$ cat src/rtl/mi4_pkg.sv
// Shared widths, constants, command and status types for the 4x4 matrix inverse.
package mi4_pkg;

	localparam int ElemW   = 32;  // Q16.16 element
	localparam int IdxW    = 4;   // element position
	localparam int DetMinW = 63;  // threshold register, Q31.32
	localparam int MagW    = 96;  // operand magnitude, three 32-bit limbs
	localparam int AccW    = 132; // exact products and determinant
	localparam int CofW    = 98;  // exact signed 3x3 cofactor
	localparam int QW      = 34;  // quotient bits, top bit flags overflow
	localparam int DivW    = 165; // remainder and shifted divisor
	localparam int DivNumSh = 33; // Q16.16 scaling plus rounding doubling
	localparam int DivDenSh = QW; // divisor doubled, aligned to top quotient bit

	localparam logic [ElemW-1:0]   OneQ16      = 32'h0001_0000;
	localparam logic [ElemW-1:0]   SatPos      = 32'h7FFF_FFFF;
	localparam logic [ElemW-1:0]   SatNeg      = 32'h8000_0000;
	localparam logic [DetMinW-1:0] DetMinReset = 63'd4295;
	localparam logic [IdxW-1:0]    LastIdx     = 4'd15;

	// datapath micro-operations
	typedef enum logic [3:0] {
		OP_NOP,
		OP_LOAD_ELEM,
		OP_LOAD_COF,
		OP_MUL,
		OP_MOVE,
		OP_ACC,
		OP_STORE_COF,
		OP_STORE_DET,
		OP_DIV_INIT,
		OP_DIV_STEP,
		OP_EMIT
	} op_t;

	typedef struct packed {
		op_t             op;
		logic [IdxW-1:0] sel;   // element address, or result index on emit
		logic [IdxW-1:0] cidx;  // cofactor address
		logic [1:0]      limb;  // magnitude limb for a multiply
		logic            neg;   // subtract on accumulate
		logic            last;  // final result of the run
	} cmd_t;

	typedef struct packed {
		logic sing;
		logic out_free;
	} status_t;

	// index k of a 3-wide minor mapped past the removed line s
	function automatic logic [1:0] skip_idx(input logic [1:0] k, input logic [1:0] s);
		return (k < s) ? k : k + 2'd1;
	endfunction

	// minor column used in row j by term t of the 3x3 determinant expansion
	function automatic logic [1:0] perm_col(input logic [2:0] t, input logic [1:0] j);
		logic [5:0] p;
		case (t)
			3'd0: p = {2'd0, 2'd1, 2'd2};
			3'd1: p = {2'd0, 2'd2, 2'd1};
			3'd2: p = {2'd1, 2'd0, 2'd2};
			3'd3: p = {2'd1, 2'd2, 2'd0};
			3'd4: p = {2'd2, 2'd0, 2'd1};
			default: p = {2'd2, 2'd1, 2'd0};
		endcase
		case (j)
			2'd0: return p[5:4];
			2'd1: return p[3:2];
			default: return p[1:0];
		endcase
	endfunction

	// odd permutations carry a minus sign
	function automatic logic term_neg(input logic [2:0] t);
		return (t == 3'd1) || (t == 3'd2) || (t == 3'd5);
	endfunction

endpackage

$ cat src/rtl/mi4_ctrl.sv
// Controller: sequences cofactors, determinant, divisions and result emission.
module mi4_ctrl import mi4_pkg::*; (
	input  logic            clk,
	input  logic            arst_n,
	input  logic            in_valid,
	input  logic [IdxW-1:0] elem_index,
	output logic            in_stall,
	input  status_t         status,
	output cmd_t            cmd
);

	typedef enum logic [4:0] {
		S_IDLE, S_LOAD_A, S_MUL1, S_FLUSH1, S_MOVE, S_MUL2, S_FLUSH2, S_ACC, S_STORE,
		S_DLOAD, S_DMUL, S_DFLUSH, S_DACC, S_DSTORE,
		S_QLOAD, S_QINIT, S_QSTEP, S_EMIT
	} state_t;

	localparam logic [1:0] Mul2LastLimb = 2'd1;
	localparam logic [1:0] DetLastLimb  = 2'd2;
	localparam logic [2:0] LastTerm     = 3'd5;
	localparam logic [5:0] LastStep     = 6'(QW - 1);

	state_t     state_q;
	logic [3:0] cof_q;
	logic [2:0] term_q;
	logic [1:0] limb_q;
	logic [3:0] k_q;
	logic [5:0] step_q;
	logic [1:0] rs, cs;

	assign rs       = cof_q[3:2];
	assign cs       = cof_q[1:0];
	assign in_stall = (state_q != S_IDLE);

	// command decode
	always_comb begin
		cmd    = '0;
		cmd.op = OP_NOP;
		case (state_q)
			S_LOAD_A: begin
				cmd.op  = OP_LOAD_ELEM;
				cmd.sel = {skip_idx(2'd0, rs), skip_idx(perm_col(term_q, 2'd0), cs)};
			end
			S_MUL1: begin
				cmd.op  = OP_MUL;
				cmd.sel = {skip_idx(2'd1, rs), skip_idx(perm_col(term_q, 2'd1), cs)};
			end
			S_MOVE: cmd.op = OP_MOVE;
			S_MUL2: begin
				cmd.op   = OP_MUL;
				cmd.limb = limb_q;
				cmd.sel  = {skip_idx(2'd2, rs), skip_idx(perm_col(term_q, 2'd2), cs)};
			end
			S_ACC: begin
				cmd.op  = OP_ACC;
				cmd.neg = term_neg(term_q) ^ rs[0] ^ cs[0];
			end
			S_STORE: begin
				cmd.op   = OP_STORE_COF;
				cmd.cidx = cof_q;
			end
			S_DLOAD: begin
				cmd.op   = OP_LOAD_COF;
				cmd.cidx = {2'b00, k_q[1:0]};
			end
			S_DMUL: begin
				cmd.op   = OP_MUL;
				cmd.limb = limb_q;
				cmd.sel  = {2'b00, k_q[1:0]};
			end
			S_DACC:   cmd.op = OP_ACC;
			S_DSTORE: cmd.op = OP_STORE_DET;
			S_QLOAD: begin
				// inverse (r,c) takes cofactor (c,r)
				cmd.op   = OP_LOAD_COF;
				cmd.cidx = {k_q[1:0], k_q[3:2]};
			end
			S_QINIT: cmd.op = OP_DIV_INIT;
			S_QSTEP: cmd.op = OP_DIV_STEP;
			S_EMIT: begin
				if (status.out_free) begin
					cmd.op   = OP_EMIT;
					cmd.sel  = k_q;
					cmd.last = (k_q == LastIdx);
				end
			end
			default: ;
		endcase
	end

	// state and counters
	always_ff @(posedge clk or negedge arst_n) begin
		if (!arst_n) begin
			state_q <= S_IDLE;
			cof_q   <= '0;
			term_q  <= '0;
			limb_q  <= '0;
			k_q     <= '0;
			step_q  <= '0;
		end else begin
			case (state_q)
				S_IDLE: begin
					if (in_valid && elem_index == LastIdx) begin
						cof_q   <= '0;
						term_q  <= '0;
						state_q <= S_LOAD_A;
					end
				end
				S_LOAD_A: state_q <= S_MUL1;
				S_MUL1:   state_q <= S_FLUSH1;
				S_FLUSH1: state_q <= S_MOVE;
				S_MOVE: begin
					limb_q  <= '0;
					state_q <= S_MUL2;
				end
				S_MUL2: begin
					limb_q <= limb_q + 2'd1;
					if (limb_q == Mul2LastLimb)
						state_q <= S_FLUSH2;
				end
				S_FLUSH2: state_q <= S_ACC;
				S_ACC: begin
					if (term_q == LastTerm) begin
						state_q <= S_STORE;
					end else begin
						term_q  <= term_q + 3'd1;
						state_q <= S_LOAD_A;
					end
				end
				S_STORE: begin
					term_q <= '0;
					if (cof_q == LastIdx) begin
						k_q     <= '0;
						state_q <= S_DLOAD;
					end else begin
						cof_q   <= cof_q + 4'd1;
						state_q <= S_LOAD_A;
					end
				end
				S_DLOAD: begin
					limb_q  <= '0;
					state_q <= S_DMUL;
				end
				S_DMUL: begin
					limb_q <= limb_q + 2'd1;
					if (limb_q == DetLastLimb)
						state_q <= S_DFLUSH;
				end
				S_DFLUSH: state_q <= S_DACC;
				S_DACC: begin
					if (k_q[1:0] == 2'd3) begin
						state_q <= S_DSTORE;
					end else begin
						k_q     <= k_q + 4'd1;
						state_q <= S_DLOAD;
					end
				end
				S_DSTORE: begin
					k_q     <= '0;
					state_q <= S_QLOAD;
				end
				S_QLOAD: state_q <= status.sing ? S_EMIT : S_QINIT;
				S_QINIT: begin
					step_q  <= '0;
					state_q <= S_QSTEP;
				end
				S_QSTEP: begin
					step_q <= step_q + 6'd1;
					if (step_q == LastStep)
						state_q <= S_EMIT;
				end
				S_EMIT: begin
					if (status.out_free) begin
						if (k_q == LastIdx) begin
							state_q <= S_IDLE;
						end else begin
							k_q     <= k_q + 4'd1;
							state_q <= S_QLOAD;
						end
					end
				end
				default: state_q <= S_IDLE;
			endcase
		end
	end

	// a run starts only on a load to the last position
	a_run_start: assert property (@(posedge clk) disable iff (!arst_n)
		(state_q == S_IDLE && !(in_valid && elem_index == LastIdx)) |=> state_q == S_IDLE)
		else $error("run started without final element");

	// the final emit always returns to idle
	a_run_end: assert property (@(posedge clk) disable iff (!arst_n)
		(cmd.op == OP_EMIT && cmd.last) |=> state_q == S_IDLE)
		else $error("run did not end after final result");

	// the flagged final result carries the last index
	a_last_idx: assert property (@(posedge clk) disable iff (!arst_n)
		cmd.last |-> (cmd.op == OP_EMIT && cmd.sel == LastIdx))
		else $error("last flag on wrong result");

endmodule

$ cat config.mk
export PLATFORM = sky130hd
export DESIGN_NAME = mi4_ctrl
export DESIGN_NICKNAME = d
export VERILOG_FILES = /design/src/rtl/mi4_pkg.sv /design/src/rtl/mi4_ctrl.sv
export SDC_FILE = /design/constraint.sdc
export NUM_CORES = 1
export LEC_CHECK = 0
export CORE_MARGIN = 5
export CORE_UTILIZATION = 67
export CTS_BUF_LIST = sky130_fd_sc_hd__clkbuf_16
export DETAILED_ROUTE_END_ITERATION = 12
export DONT_BUFFER_PORTS = 1
export PLACE_DENSITY = 0.83
export SLEW_MARGIN = 20
export SYNTH_ARGS = -nofsm -noshare
export SYNTH_HDL_FRONTEND = slang
export SYNTH_SLANG_ARGS = --single-unit
$ cat constraint.sdc
create_clock -name clk -period 5.5 [get_ports clk]
set_clock_uncertainty 0.05 [all_clocks]
set_input_delay 1.1 -clock clk [delete_from_list [all_inputs] [get_ports clk]]
set_output_delay 1.1 -clock clk [all_outputs]
set_load 0.005 [all_outputs]
---- Word-level counts from Yosys, hierarchy flattened ----
Index checks and enable logic that the tools add are counted.
storage, ports and cells
  word-level logic and storage cells ...... 123
  output and inout port bits .............. 17
  register bits ........................... 24
  input port bits ......................... 9
cells by class
  mux-type cells .......................... 42
  order comparisons ....................... 6
  bitwise gates (word level) .............. 2
  equal/unequal tests ..................... 39
  add/subtract/negate cells ............... 8
  reduce and logical (&&, ||, !) cells .... 20
operator list
  cell                                                              number
  5-bit one-hot mux with 18 select lines                            1
  5-bit by 4-bit == test with 1-bit output (second input constant)  8
  4-bit one-hot mux with 10 select lines                            1
  4-bit two-way mux                                                 9
  5-bit two-way mux                                                 6
  6-bit one-hot mux with 5 select lines                             1
  5-bit by 3-bit == test with 1-bit output (second input constant)  4
  2-bit inequality test (second input constant)                     10
  4-bit one-hot mux with 5 select lines                             1
  2-bit two-way mux                                                 8
  4-bit one-hot mux with 4 select lines                             1
  4-bit == test (second input constant)                             3
  4-bit one-hot mux with 3 select lines                             1
  6-bit one-hot mux with 2 select lines                             1
  5-bit by 2-bit == test with 1-bit output (second input constant)  2
  5-bit == test (second input constant)                             2
  5-bit AND reduction                                               2
  3-bit two-way mux                                                 3
  3-bit one-hot mux with 3 select lines                             1
  2-bit by 1-bit adder with 2-bit output (second input constant)    4
  4-bit by 1-bit adder with 4-bit output (second input constant)    2
  8-bit two-way mux                                                 1
  4-bit one-hot mux with 2 select lines                             1
  2-bit OR reduction                                                4
  25 further kinds                                                  40

---- Depth between registers and ports, before layout ----
  word-level depth ........................ 6
  gate-level depth with buffers ........... 11
  depth with buffers taken out ............ 10

---- Worst setup path before layout ----
No wires, ideal clock.
  path type ............................... flip-flop to output port
  from .................................... register term_q[2]
  to ...................................... output cmd[9] in the netlist's numbering
  stages on the path, launching flop included .. 12
  slack ................................... 2,266 ps
  path buffers ............................ 1
  arrival time ............................ 2,084 ps
  data required time ...................... 4,350 ps
  cell sequence ........................... dfrtp_1 > clkbuf_1 > inv_1 > ha_1 > and2_1 > nor2_1 > a2bb2oi_1 > ha_1 > nor2_1 > o311a_1 > o21ai_0 > o211ai_1
RTL lines
  item                    RTL line         source
  from (decl)             mi4_ctrl.sv:25   logic [2:0] term_q;
  from (signal assigned)  mi4_ctrl.sv:126  term_q <= term_q + 3'd1;
  to (decl)               mi4_ctrl.sv:9    output cmd_t cmd

==> impl_results.md <==
* Status: completed
* Placed cells at 321
* Slew Viols, Final at 0
* Worst slew pin tran at 0.829 ns
* Tcrit/Tclk final at 65.7%
* Drt pass-1 iters at 5
* Synth Instances at 293
* Row count at 21
* Largest net degree at the start of global routing at 29
* Pwr dens at 483 nW/um2
* TritonCTS Buffers at 3
* DR WL met2 at 2480 um
* List of most frequent post-synthesis cells: 32 x nor2_1, 28 x o21ai_0, 24 x dfrtp_1, 22 x nand2_1, 16 x inv_1
* Vias at 2104
* Synth area leader: dfrtp_1
* Max Cap Viol at 0
* Worst Setup SP: term_q[0]
* Fmax at 0.277 GHz
* Area contributors post-synth: dfrtp_1 27%, ha_1 7.8%, o21ai_0 6.2%
* Routed metal-1 wirelength at 2360 um
* Setup TNS at 0 ns
* Top Metal Used: met4
* Buffers & Inverters on Critical Path at 1
* Post-Syn Area at 2250 um2
* First-pass GRT wire length at 9090 um
* Clock latency on the worst-skew pair at 0.26 ns
* Die ar. at 4620 um2
* Vias/cell at 6.47
* CTS Hold Bufs at 0
* HP Start: step_q[5]
* Min Hold Slack at 0.459 ns
* CP Max Fanout at 7
* Post-CTS setup buffers at 0
* CTS sink count at 24
* Cell Count, Final, Fillers Out at 325
* Reg2reg start: state_q[1]
* DIE WIDTH at 67.9 um
* Setup crit end kind: primary output
* RSZ-0062 raised after global routing: false
* Drt total wl at 5310 um
* Initial Util at 68.5%
* Type of origin of the critical path: register
* DRC viols at 0
* CTS resizes at 0
* P&R area growth vs syn at 3.78%
* Mean Syn Cell Area at 7.68 um2
* WS Path Type: reg2out
* Die Span Y at 67.9 um
* Final #Nets at 303
* Avg WL per Cell at 16.3 um
* Max Buffers Root-to-Sink at 2
* Share of post-route cells with drive strength above 1 at 5.38%
* Seq/Total Area, Yosys at 26.7%
* Place WS at 2.17 ns
* Crit path cell chain: inv_1 -> ha_1 -> nor2_1 -> nor2_1 -> ha_1 -> o21ai_0 -> nor3_1 -> a211o_1 -> a32oi_1 -> o211ai_1
* Global Route Usage Sum at 25.6%
* Placer Congestion at 0.837
* WP data arrival at 2.46 ns
* Synth async-reset ratio at 100%
* Number of global-route vias before repair at 1925
* CTS tree: done
* Post-synth EDFFs at 0
* Crit path max-delay family: compound AO/OA/AOI/OAI gates
* Final hold violations at 0
* I/O Buffers at 0
* Num ports at 26
* Hold Crit Class: reg2reg
* Root Driver: clkbuf_16
* Iteration-0 DRC Markers at 163
* Maximum vdd drop at 0.267 mV
* Clk pin slew, worst setup/hold paths at 0.06 ns
* Ys Warns at 0
* DP HPWL at 4010 um
* Gr ovfl total at 0
* Diodes inserted at 0
* Flops & latches, synth at 24
* Htree depth at 1
* Post-synth top flop: dfrtp_1
* Count leader, synth: nor2_1
* Static leakage at 0.968 nW
* Core outline area at 3280 um2
* Final WS setup at 1.89 ns
* FF-to-FF setup slack at 3.07 ns
* Worst path max stage delay at 0.40 ns
* Top cell type's share of synthesized area at 26.7%
* Slew HR at 44.8%
* Minimum clock period at 3.61 ns
* WL met3 at 387 um
* Synth cell types at 61
* Setup-failing EPs final at 0
* CP max-delay cell: dfrtp_1
* Antenna violations before repair at 0
* CP required at 4.35 ns
* Post-route ant nets at 0
* Syn Nets at 316
-- state kept, by name, indices dropped and copies added (netlist names) --
signal,count
state_q,5
k_q,4
cof_q,4
limb_q,2
step_q,6
term_q,3
-- report_power, final --
part	switching, mW	internal, mW	total [mW]
sequential	0.115	0.212	0.327
clock	0.0631	0.145	0.208
combinational	0.337	0.256	0.593
-- final cells by class --
type / count / area (um2)
Clock inverter: 1 / 30.0
Multi-Input combinational cell: 235 / 1510
Fill cell: 261 / 950
Tap cell: 46 / 57.6
Clock buffer: 3 / 75.1
Inverter: 16 / 60.1
Sequential cell: 24 / 601
-- path summary, 6_finish.rpt --
path / endpoint / depth (start not counted)
min in group asynchronous: term_q[0] / 0
min reg2reg: step_q[5] / 1
max: cmd[9] / 10
min: step_q[5] / 1
max in group asynchronous: term_q[1] / 0
max reg2reg: state_q[4] / 4
-- kinds of logic after synthesis --
family / Yosys count / share of synthesized area [%]
AO/OA/AOI/OAI: 91 / 27.0
XOR/XNOR: 4 / 1.56
adder cells (fa/ha/maj): 14 / 7.79
buffers and inverters: 34 / 6.12
flip-flops: 24 / 26.7
multiplexers: 4 / 2.00
AND/OR/NAND/NOR: 122 / 28.9
-- cell usage in the layout, fill, tap and decap left out, drive strengths merged, types with 3 or more instances in the layout --
cell type  instances
or3                7
clkbuf             3
o21ai             28
a211o              3
nor2b              4
nor3              12
nand2b             4
a211oi             3
a21oi             13
o211ai             3
a21o               6
xnor2              3
a32oi              3
a22oi              3
nor4               4
nand2             22
nand3             13
a21boi             3
a22o               3
nor2              33
o31ai              3
dfrtp             24
o21a               4
mux2i              3
nand4              6
inv               16
or2                6
ha                14
-- per-stage QoR --
step / total power, mW / utilization, % / instance area, um2
after floorplan: 0.803 / - / 2250
after global placement: 0.892 / 67.9 / 2230
after detailed placement: 0.913 / 67.9 / 2230
after CTS: 1.12 / 71.1 / 2330
after global routing: 1.23 / 71.1 / 2330
final: 1.13 / 71.1 / 2330
-- worst register-to-register path, stage by stage, from the launching register on --
cell	delay [ns]
dfrtp_1	0.88
nand3b_1	0.29
nor3_1	0.58
a21boi_0	0.21
o41ai_1	0.30
-- routing by layer --
layer	track usage, %	up-vias
li1	-	1041
met1	36.1	971
met2	40.1	81
met3	4.11	11
met4	7.94	0
met5	0	-
Note: power is estimated with default switching activity, not from simulation.
